File: src/rtl/ggb_pkg.sv
// Package for the glyph grid binarizer: controller/datapath command and status types.
// No dependencies.
package ggb_pkg;
  localparam int GRID = 16;
  localparam int GRID_W = 4;

  typedef struct packed {
    logic load;       // store one pixel and update the box
    logic fit_start;  // latch box, start span fitting
    logic fit_step;   // one widening step on both axes
    logic vote_clr;   // clear tallies, start a cell sweep
    logic vote_step;  // visit one pixel of the current cell
    logic cell_done;  // fold the cell vote into the row word
    logic row_emit;   // emit the row word
    logic frame_clr;  // return frame state to reset values
  } ggb_cmd_t;

  typedef struct packed {
    logic fit_done;
    logic cell_end;   // last pixel of the cell is being visited
    logic cell_skip;  // cell gives zero without a sweep
    logic col_last;   // current cell is the last of the row
    logic row_last;   // current row is the last of the grid
  } ggb_sts_t;
endpackage

File: src/rtl/ggb_ctrl.sv
// Controller of the glyph grid binarizer: sequences load, fit, per-cell sweep and row output.
// Depends on ggb_pkg.
module ggb_ctrl (
  input  logic            clk,
  input  logic            rst,
  input  logic            start,
  input  logic            frame_end,
  input  ggb_pkg::ggb_sts_t sts,
  output ggb_pkg::ggb_cmd_t cmd,
  output logic            busy,
  output logic            row_valid
);
  import ggb_pkg::*;

  localparam logic [2:0] S_IDLE = 3'd0;
  localparam logic [2:0] S_FIT0 = 3'd1;
  localparam logic [2:0] S_FIT = 3'd2;
  localparam logic [2:0] S_CELL = 3'd3;
  localparam logic [2:0] S_SWEEP = 3'd4;
  localparam logic [2:0] S_DRAIN = 3'd5;
  localparam logic [2:0] S_DONE = 3'd6;
  localparam logic [2:0] S_EMIT = 3'd7;

  logic [2:0] state, state_next;
  logic [1:0] drain, drain_next;

  assign busy = state != S_IDLE;
  assign row_valid = state == S_EMIT;

  always_comb begin
    state_next = state;
    drain_next = drain;
    cmd = '0;
    case (state)
      S_IDLE: begin
        if (start) begin
          cmd.load = 1'b1;
          if (frame_end) state_next = S_FIT0;
        end
      end
      S_FIT0: begin
        cmd.fit_start = 1'b1;
        state_next = S_FIT;
      end
      S_FIT: begin
        if (sts.fit_done) state_next = S_CELL;
        else cmd.fit_step = 1'b1;
      end
      S_CELL: begin
        cmd.vote_clr = 1'b1;
        state_next = S_SWEEP;
      end
      S_SWEEP: begin
        if (sts.cell_skip) state_next = S_DONE;
        else begin
          cmd.vote_step = 1'b1;
          if (sts.cell_end) begin
            state_next = S_DRAIN;
            drain_next = 2'd2;
          end
        end
      end
      S_DRAIN: begin
        drain_next = drain - 1'b1;
        if (drain == 2'd0) state_next = S_DONE;
      end
      S_DONE: begin
        cmd.cell_done = 1'b1;
        state_next = sts.col_last ? S_EMIT : S_CELL;
      end
      S_EMIT: begin
        cmd.row_emit = 1'b1;
        if (sts.row_last) begin
          cmd.frame_clr = 1'b1;
          state_next = S_IDLE;
        end else begin
          state_next = S_CELL;
        end
      end
      default: state_next = S_IDLE;
    endcase
  end

  // advance state
  always_ff @(posedge clk) begin
    if (rst) begin
      state <= S_IDLE;
      drain <= '0;
    end else begin
      state <= state_next;
      drain <= drain_next;
    end
  end
endmodule

File: config.mk
export PLATFORM = sky130hd
export DESIGN_NAME = ggb_ctrl
export DESIGN_NICKNAME = d
export VERILOG_FILES = /design/src/rtl/ggb_pkg.sv /design/src/rtl/ggb_ctrl.sv
export SDC_FILE = /design/constraint.sdc
export NUM_CORES = 1
export LEC_CHECK = 0
export ABC_AREA = 1
export BUFFER_PORTS_ARGS = -buffer_cell sky130_fd_sc_hd__buf_2
export CAP_MARGIN = 10
export CORE_MARGIN = 2
export CORE_UTILIZATION = 30
export DETAILED_ROUTE_END_ITERATION = 8
export PLACE_DENSITY_LB_ADDON = 0.12
export SLEW_MARGIN = 25
export SYNTH_ARGS = -nofsm -noshare
export SYNTH_HDL_FRONTEND = slang
export SYNTH_SLANG_ARGS = --single-unit
File: constraint.sdc
create_clock -name clk -period 1.33 [get_ports clk]
set_input_delay 0.266 -clock clk [delete_from_list [all_inputs] [get_ports clk]]
set_output_delay 0.266 -clock clk [all_outputs]
set_load 0.05 [all_outputs]
==> results.cfg, run 1 <==
[status]
outcome = finished with violations
violations = negative setup slack

[synth]
synth_edf_count = 0
synth_area_per_cell_sq_um = 5.86
post-synth-top-area-fraction_pct = 24.8
async_reset_ff_share_pct = 0
synth_ff_type = dfxtp_1
synth_top_cells_by_count = 13 x inv_1, 13 x nand2_1, 11 x nor2_1, 6 x nand3_1, 5 x dfxtp_1
syn_area_sq_um = 404
yosys.area.top_type = dfxtp_1
ys_seq_elements = 5
synth_fp_nets = 79
synth.area.top_cells = dfxtp_1 25%, inv_1 12%, nand2_1 12%, nor2_1 10%, nand3_1 7.4%
ys_warn_count = 0
seq_area_frac_synth_pct = 24.8
syn_inst = 69
netlist-cell-type-count = 17

[timing]
max_freq_mhz = 718
fin_ws_ps = -63.6
fin_skew_ps = 7.14
relSlewSlack_pct = 81.9
finalCriticalPeriod_ps = 1390
rsz0062_at_grt = yes
worstMarginPinSlew_ps = 269
slew_viol_final = 0
setup_viol = 9
period_share_pct = 105
hold_viol = 0

[grt]
grt_usage_pct = 16.1
grt_max_degree = 10
first_global_vias = 448
grt_first_pass_wirelength_microns = 1750
grt-ovfl-total = 0
antenna_found_initial = 0

[worst_setup_path]
path_class = register to output pin
required_ps = 1060
cp-end-kind = output pin
r2r_cells = 9
worstPathMaxFanout = 4
rrSetupSlack_ps = 90
cp-start-kind = register
critPathArrivalTime_ps = 1130
r2r_end = state[1]$_SDFFE_PP0P_
r2r-start = state[1]$_SDFFE_PP0P_

[placement]
io_buffers = 18
routabilityCongestion = 0.778
post_dp_cell_area_sq_um = 598
dp.final_hpwl_microns = 847
dpl.cell_count = 107

[power_and_ir_drop]
p_total_w = 0.000729
p_leak_nw = 0.399
power.density_mw_per_mm2 = 953
ir_worst_vdd_mv = 0.518

[finish]
layout-drive-gt1-share_pct = 56.6
stdcell_count = 114
nets = 110
design_area_sq_um = 766
diodes = 0
fill_cells = 112
area_growth_syn_to_layout_pct = 89.5

[floorplan]
fp-row-count = 13
die_h_microns = 40.7
pin_count = 19
die_area_sq_mm = 0.00166
coreArea_sq_mm = 0.00128
start_util_pct = 31.5
die_w_microns = 40.7

[clock_tree]
clock_latency_ps = 250
cts.htree.levels = 1
cts_hold_buf = 0
cts-root-buf = clkbuf_4
clockBufferDepth = 2
cts_tree = built
cts_buffers = 3
clk_pin_slew_ps = 50
clock_sinks = 5

[detailed_routing]
wl_per_cell_microns = 9.64
initialDrtViolationCount = 4
drtPass1Iterations = 5
via_count = 527
drc_errors = 0
ant_nets = 0
totalWireLength_microns = 1100
viasPerCell = 4.62

[worst_hold_path]
hp-start = rst
min_path_type = primary input to register
holdPathStages = 2
holdPathEnd = state[2]$_SDFFE_PP0P_

[job]
maxCapViolCount = 0
==> cells by family after synthesis <==
group / after synthesis / synth area share (%)
compound gates: 7 / 11.1
flops: 5 / 24.8
fa+ha+maj: 1 / 3.10
simple gates: 40 / 44.3
buf+inv: 16 / 16.7
==> cells in the final DEF (no fill, tap or decap) <==
cell type,count
o21ai_1,1
buf_2,8
nand2_4,2
buf_4,8
nand2_2,2
o21ai_2,1
a21oi_1,3
nand4_1,2
a211oi_1,1
inv_1,10
nand2_1,10
buf_8,3
nand3_1,6
nor2_1,5
nor2_4,5
ha_1,1
a21oi_2,1
dfxtp_1,2
nor3_2,1
nor3_1,1
clkbuf_4,3
nor3_4,1
dfxtp_4,3
inv_2,4
nor2_2,5
buf_6,9
clkbuf_1,1
==> how the worst max path moves through the flow <==
stage / startpoint / cells past startpoint / slack (ps) / to
global route: state[1]$_SDFFE_PP0P_ / 5 / -110 / cmd[5]
finish: state[1]$_SDFFE_PP0P_ / 4 / -60 / cmd[4]
CTS: state[0]$_SDFFE_PP0P_ / 4 / -80 / cmd[3]
global placement: state[2]$_SDFFE_PP0P_ / 3 / 20 / cmd[0]
floorplan: state[2]$_SDFFE_PP0P_ / 3 / -170 / cmd[0]
detailed placement: state[2]$_SDFFE_PP0P_ / 3 / -20 / cmd[0]
==> sequential cells by signal, indices dropped and copies added, names as in the netlist <==
name   flops
drain      2
state      3
==> power breakdown <==
group          internal [W]  leakage (nW)  total (W)  switching (W)
combinational      0.000142         0.341   0.000350       0.000208
sequential         0.000164        0.0428   0.000192      0.0000283
clock              0.000114        0.0150   0.000187      0.0000732
==> worst max-delay path, cell delays in order (launching register included) <==
cell and delay, ps:
dfxtp_4 370, buf_6 120, nand2_4 70, nor2_2 130, buf_6 180
==> repair_timing <==
| item | CTS | global route |
|---|---|---|
| endpoints found under the hold margin | 0 | 0 |
| buffers inserted | 3 | 0 |
| resized for setup | 31 | 8 |
| endpoints found under the setup margin | 11 | 12 |
| pin swaps | 2 | 0 |
==> area by class of cell <==
| cell class | count | area (sq um) | share of cell area [%] |
|---|---|---|---|
| clock buffer | 4 | 26.3 | 3.43 |
| multi-input combinational | 48 | 310 | 40.5 |
| timing repair buffer | 28 | 246 | 32.2 |
| inverter | 14 | 52.6 | 6.86 |
| sequential | 5 | 111 | 14.5 |
| tap | 15 | 18.8 | 2.45 |
==> through the flow <==
stage / util [%] / worst slack (ps) / setup TNS [ps] / hold slack, ps
6_report: 59.6 / -63.6 / -443 / 215
5_1_grt: 59.6 / -112 / -831 / 239
4_1_cts: 57.2 / -80.5 / -489 / 218
3_5_place_dp: 46.5 / -23.1 / -23.1 / 454
3_3_place_gp: 46.5 / 23.5 / 0 / 450
2_1_floorplan: - / -173 / -224 / 328
==> metal layers <==
layer,GRT usage [%],vias to the layer above,share of wire [%]
li1,-,276,-
met1,18.8,232,44
met2,29.0,16,50
met3,1.63,3,4.1
met4,7.50,0,2.3
met5,0,-,0
No activity file was read; power rests on OpenSTA's default activity.
==> run 2, diff against run 1 <==
--- a/constraint.sdc
+++ b/constraint.sdc
@@ -3,2 +3,2 @@
 set_output_delay 0.266 -clock clk [all_outputs]
-set_load 0.05 [all_outputs]
+set_load 0.02 [all_outputs]
==> run 2 against run 1 <==
The run still ends with negative setup slack left; global-route usage rose by 2.7 points; utilization fell by 3.4 points; first-iteration DRC count rose to 2.8 times the previous value; clock power barely moved; wire length rose by 17%; worst hold slack improved by 16 ps; critical path depth rose by 1; setup slack improved by 42 ps; sequential share of layout area rose by 0.88 points; cell count rose by 2.6%; clock-buffer cell count did not move; fmax rose by 3.1%; critical path type unchanged; highest routed layer unchanged.
==> results.cfg, run 2 (same netlist as run 1, synthesis figures left out) <==
[grt]
grt_first_pass_wirelength_microns = 2020
antenna_found_initial = 0
first_global_vias = 499
grt_max_degree = 9
grt_usage_pct = 18.8
grt-ovfl-total = 0

[floorplan]
coreArea_sq_mm = 0.00128
die_w_microns = 40.7
fp-row-count = 13
start_util_pct = 31.5
die_h_microns = 40.7
pin_count = 19
die_area_sq_mm = 0.00166

[timing]
setup_viol = 4
fin_skew_ps = 7.60
fin_setup_tns_ps = -54.1
hold_viol = 0
hold-worst-slack_ps = 231
rsz0062_at_grt = yes
max_freq_mhz = 740
relSlewSlack_pct = 82.6
slew_viol_final = 0
fin_ws_ps = -21.7
worstMarginPinSlew_ps = 259
period_share_pct = 102
finalCriticalPeriod_ps = 1350

[detailed_routing]
viasPerCell = 4.69
wl_per_cell_microns = 11.0
drtPass1Iterations = 4
totalWireLength_microns = 1280
via_count = 549
initialDrtViolationCount = 11
ant_nets = 0
drc_errors = 0

[power_and_ir_drop]
power.density_mw_per_mm2 = 908
clkPwrFrac_pct = 28.5
p_int_w = 0.000400
p_comb_share_pct = 41.3
ir_worst_vdd_mv = 0.484
p_seq_share_pct = 30.2
netSwitchingFraction_pct = 39.0
p_leak_nw = 0.376
p_sw_w = 0.000255

[clock_tree]
clockBufferDepth = 2
clk_pin_slew_ps = 50
cts_tree = built
cts_buffers = 3
cts-root-buf = clkbuf_4
cts.htree.levels = 1
cts_hold_buf = 0
clock_latency_ps = 250
clock_sinks = 5

[finish]
top_regs = state x3, drain x2
design_area_sq_um = 722
multi_input_area_sq_um = 292
nets = 113
final_cell_mix = 18 x buf_4, 10 x buf_2, 9 x inv_1, 8 x nand2_1
largest_reg_flops = 3
layout-drive-gt1-share_pct = 58.8
area_growth_syn_to_layout_pct = 78.6
final_common_cell = buf_4
regArea_sq_um = 111
regMostFlops = state
diodes = 0
fill_cells = 130

[worst_hold_path]
holdPathEnd = state[2]$_SDFFE_PP0P_
min_path_type = primary input to register
holdPathStages = 2
hp-start = rst

[worst_setup_path]
path_cells = inv_4 > nor2_4 > nand2_2 > inv_2 > buf_6
r2r_end = state[0]$_SDFFE_PP0P_
max_stage_delay_ps = 410
critPathBufInv = 3
cp_num_cells = 5
required_ps = 1060
worstPathMaxFanout = 6
cp_top_family = flip-flops
path_class = register to output pin
critical-path-slowest-cell = dfxtp_4
cp-end-kind = output pin
critPathArrivalTime_ps = 1090
r2r-start = state[2]$_SDFFE_PP0P_
cp-start-kind = register
r2r_cells = 8
rrSetupSlack_ps = -10

[placement]
routabilityCongestion = 0.763
io_buffers = 18
post_dp_cell_area_sq_um = 531
dp_slack_ps = 66.4
dp.final_hpwl_microns = 859

[status]
violations = negative setup slack
outcome = finished with violations

[job]
maxCapViolCount = 0
## run 2: changes by cell type in the layout (fill, tap and decap cells not counted), moves of 2 or more
cell	before	now
nand2_4	2	0
buf_2	8	10
nand2_2	2	6
buf_6	9	3
nand2_1	10	8
buf_8	3	0
buf_4	8	18
## run 2: layout make-up
type                    instances  share of cell area, %
multi-input cells              48                   40.4
repair buffers                 31                   30.3
flip-flops and latches          5                   15.4
inverters                      14                   7.63
well taps                      15                   2.60
clock buffers                   4                   3.64
## run 2: worst max-delay path by stage
| stage | end | slack, ps | startpoint |
|---|---|---|---|
| 2_1_floorplan | cmd[0] | 20 | state[2]$_SDFFE_PP0P_ |
| 3_3_place_gp | cmd[5] | 80 | state[1]$_SDFFE_PP0P_ |
| 3_5_place_dp | cmd[5] | 70 | state[1]$_SDFFE_PP0P_ |
| 4_1_cts | cmd[0] | -20 | state[0]$_SDFFE_PP0P_ |
| 5_1_grt | cmd[2] | -80 | state[1]$_SDFFE_PP0P_ |
| 6_report | cmd[2] | -20 | state[1]$_SDFFE_PP0P_ |
## run 2: repair_timing
| action | 4_1_cts | 5_1_grt |
|---|---|---|
| buffers inserted | 7 | 2 |
| pin swaps | 4 | 4 |
| endpoints found under the setup margin | 10 | 11 |
| resized for setup | 26 | 11 |
## run 2: per-stage QoR
step                      instances  power, W  utilization, %
after global routing            117  0.000701            56.2
after detailed placement        104  0.000387            41.3
after global placement          104  0.000388            41.3
after CTS                       115  0.000629            52.5
after floorplan                  69  0.000316               -
final                           117  0.000656            56.2
## run 2: routing by layer
layer	wire [microns]	vias up	track usage, %
met2	689	12	32.1
met5	0	-	0
met4	19	0	10.0
li1	-	284	-
met3	34	2	3.80
met1	542	251	21.7
## run 2: power by group through the flow
| stage | sequential [W] | clock, W | combinational, W |
|---|---|---|---|
| after floorplan | 0.000179 | 0 | 0.000137 |
| after global placement | 0.000185 | 0 | 0.000203 |
| after detailed placement | 0.000185 | 0 | 0.000202 |
| after CTS | 0.000192 | 0.000192 | 0.000245 |
| after global routing | 0.000201 | 0.000202 | 0.000297 |
| final | 0.000198 | 0.000187 | 0.000271 |
==> run 3, diff against run 2 <==
Settings changed: CORE_AREA set to 2 2 39 41, CORE_MARGIN 2 to not set, CORE_UTILIZATION 30 to not set, DIE_AREA set to 0 0 41 43, GPL_TIMING_DRIVEN set to 0.
==> run 3 against run 2 <==
The flow still finishes with violations (negative setup slack); die area increased by 6.4%; combinational power decreased by 1%; non-clock buffer count decreased by 2; wire length decreased by 5.2%; via count decreased by 2.7%; utilization decreased by 1.3 points; critical path depth unchanged; worst hold slack got worse by 6.4 ps; critical endpoint is now cmd[1]; highest routed layer is now met3.
==> results.cfg, run 3 (same netlist as run 1, synthesis figures left out) <==
[floorplan]
coreArea_sq_mm = 0.00138
die_w_microns = 41
die_area_sq_mm = 0.00176
start_util_pct = 29.2
fp-row-count = 14
die_h_microns = 43
pin_count = 19

[detailed_routing]
wl_met2_microns = 655
ant_nets = 0
wl_per_cell_microns = 10.5
drc_errors = 0
initialDrtViolationCount = 11
viasPerCell = 4.60
drt-met1-wl_microns = 486
drtPass1Iterations = 4
via_count = 534
met3WireLength_microns = 75
highest_layer = met3
totalWireLength_microns = 1220

[grt]
grt-ovfl-total = 0
grt_max_degree = 8
grt_first_pass_wirelength_microns = 1800
antenna_found_initial = 0
first_global_vias = 474
grt_usage_pct = 15.2

[worst_setup_path]
worstPathMaxFanout = 7
cpMostUsedCell = buf_6
critPathArrivalTime_ps = 1100
cp_num_cells = 5
cp-start-kind = register
path_cells = buf_8 > inv_6 > nor2_4 > buf_6 > buf_6
required_ps = 1060
cp_top_family = buffers and inverters
cp-end-kind = output pin
rrSetupSlack_ps = 110
critPathBufInv = 4
path_class = register to output pin
critical-path-slowest-cell = dfxtp_4
r2r_end = state[0]$_SDFFE_PP0P_
critPathLaunch = state[2]$_SDFFE_PP0P_
max_stage_delay_ps = 370
crit_path_end = cmd[1]
r2r_cells = 8
r2r-start = state[1]$_SDFFE_PP0P_

[finish]
fill_cells = 147
nets = 111
final_cell_mix = 12 x buf_4, 10 x inv_1, 10 x buf_2, 7 x nor2_1, 7 x nand2_1
top_regs = state x3, drain x2
layout-drive-gt1-share_pct = 59.0
area_growth_syn_to_layout_pct = 87.9
final_common_cell = buf_4
largest_reg_flops = 3
stdcell_count = 116
diodes = 0
regMostFlops = state
fin_util_pct = 54.9

[timing]
finalCriticalPeriod_ps = 1370
hold_viol = 0
relSlewSlack_pct = 83.4
slew_viol_final = 0
max_freq_mhz = 730
fin_skew_ps = 6.99
rsz0062_at_grt = yes
fin_ws_ps = -39.8
fin_setup_tns_ps = -100
setup_viol = 5
period_share_pct = 103
worstMarginPinSlew_ps = 247

[clock_tree]
cts-root-buf = clkbuf_4
clock_latency_ps = 250
clock_sinks = 5
cts_tree = built
cts_buffers = 3
clk_pin_slew_ps = 40
clockBufferDepth = 2
cts.htree.levels = 1
cts_hold_buf = 0

[power_and_ir_drop]
clkPwrFrac_pct = 28.3
p_comb_share_pct = 41.4
netSwitchingFraction_pct = 39.0
power.density_mw_per_mm2 = 848
p_seq_share_pct = 30.3
p_sw_w = 0.000251
p_leak_nw = 0.409
p_int_w = 0.000393
ir_worst_vdd_mv = 0.467

[placement]
io_buffers = 18
dpl.cell_count = 103
routabilityCongestion = 0.767
dp_slack_ps = 32.1
dp.final_hpwl_microns = 874

[job]
maxCapViolCount = 0

[worst_hold_path]
holdPathStages = 2
min_path_type = primary input to register

[status]
outcome = finished with violations
violations = negative setup slack
==> run 3: cell types whose count changed in the layout (fill, tap and decap cells not counted), moves of 2 or more <==
cell | previous run | this run
buf_4 | 18 | 12
buf_6 | 3 | 6
nand2_2 | 6 | 4
nand2_4 | 0 | 3
nor2_2 | 4 | 2
==> run 3: area by class of cell <==
class                   instances  area [sq um]  area share, %
inverters                      14          57.6           7.58
flip-flops and latches          5           111           14.7
clock buffers                   4          26.3           3.46
well taps                      16          20.0           2.64
repair buffers                 27           196           25.9
plain buffers                   2          26.3           3.46
multi-input cells              48           322           42.3
==> run 3: worst reg2reg max path, cell delays in order (launching register included) <==
cell and delay (ps):
dfxtp_4 370, inv_2 100, nor2_4 50, nand2_2 80
buf_4 100, buf_4 90, nand2_1 40, nor3_1 210
a21oi_2 90
==> run 3: how the worst min path moves through the flow <==
stage,start,endpoint,slack [ps]
6_report,rst,state[1]$_SDFFE_PP0P_,220
5_1_grt,rst,state[1]$_SDFFE_PP0P_,220
4_1_cts,rst,state[1]$_SDFFE_PP0P_,220
3_5_place_dp,drain[1]$_SDFFE_PP0P_,drain[1]$_SDFFE_PP0P_,460
3_3_place_gp,drain[1]$_SDFFE_PP0P_,drain[1]$_SDFFE_PP0P_,450
2_1_floorplan,rst,state[1]$_SDFFE_PP0P_,340
==> run 3: per-layer routing <==
| metal | up-vias | GRT usage [%] |
|---|---|---|
| met5 | - | 0 |
| met4 | 0 | 6.00 |
| met3 | 0 | 4.71 |
| met2 | 16 | 25.0 |
| met1 | 241 | 17.1 |
| li1 | 277 | - |
==> run 3: through the flow <==
step | instance area (sq um) | power [W] | hold slack [ps]
after floorplan | 407 | 0.000316 | 335
after global placement | 517 | 0.000375 | 447
after detailed placement | 517 | 0.000374 | 460
after CTS | 651 | 0.000595 | 220
after global routing | 759 | 0.000693 | 216
final | 759 | 0.000644 | 225
==> run 3: power groups by stage <==
| stage | clock, W | combinational (W) | sequential [W] |
|---|---|---|---|
| 6_report | 0.000182 | 0.000267 | 0.000195 |
| 5_1_grt | 0.000201 | 0.000295 | 0.000197 |
| 4_1_cts | 0.000183 | 0.000223 | 0.000189 |
| 3_5_place_dp | 0 | 0.000190 | 0.000183 |
| 3_3_place_gp | 0 | 0.000191 | 0.000184 |
| 2_1_floorplan | 0 | 0.000137 | 0.000179 |
==> run 3: timing repair <==
action,CTS,global route
resized for setup,25,23
cloned,0,0
buffers inserted,6,4
hold endpoints to repair,0,0
pin swaps,5,7
endpoints found under the setup margin,10,13
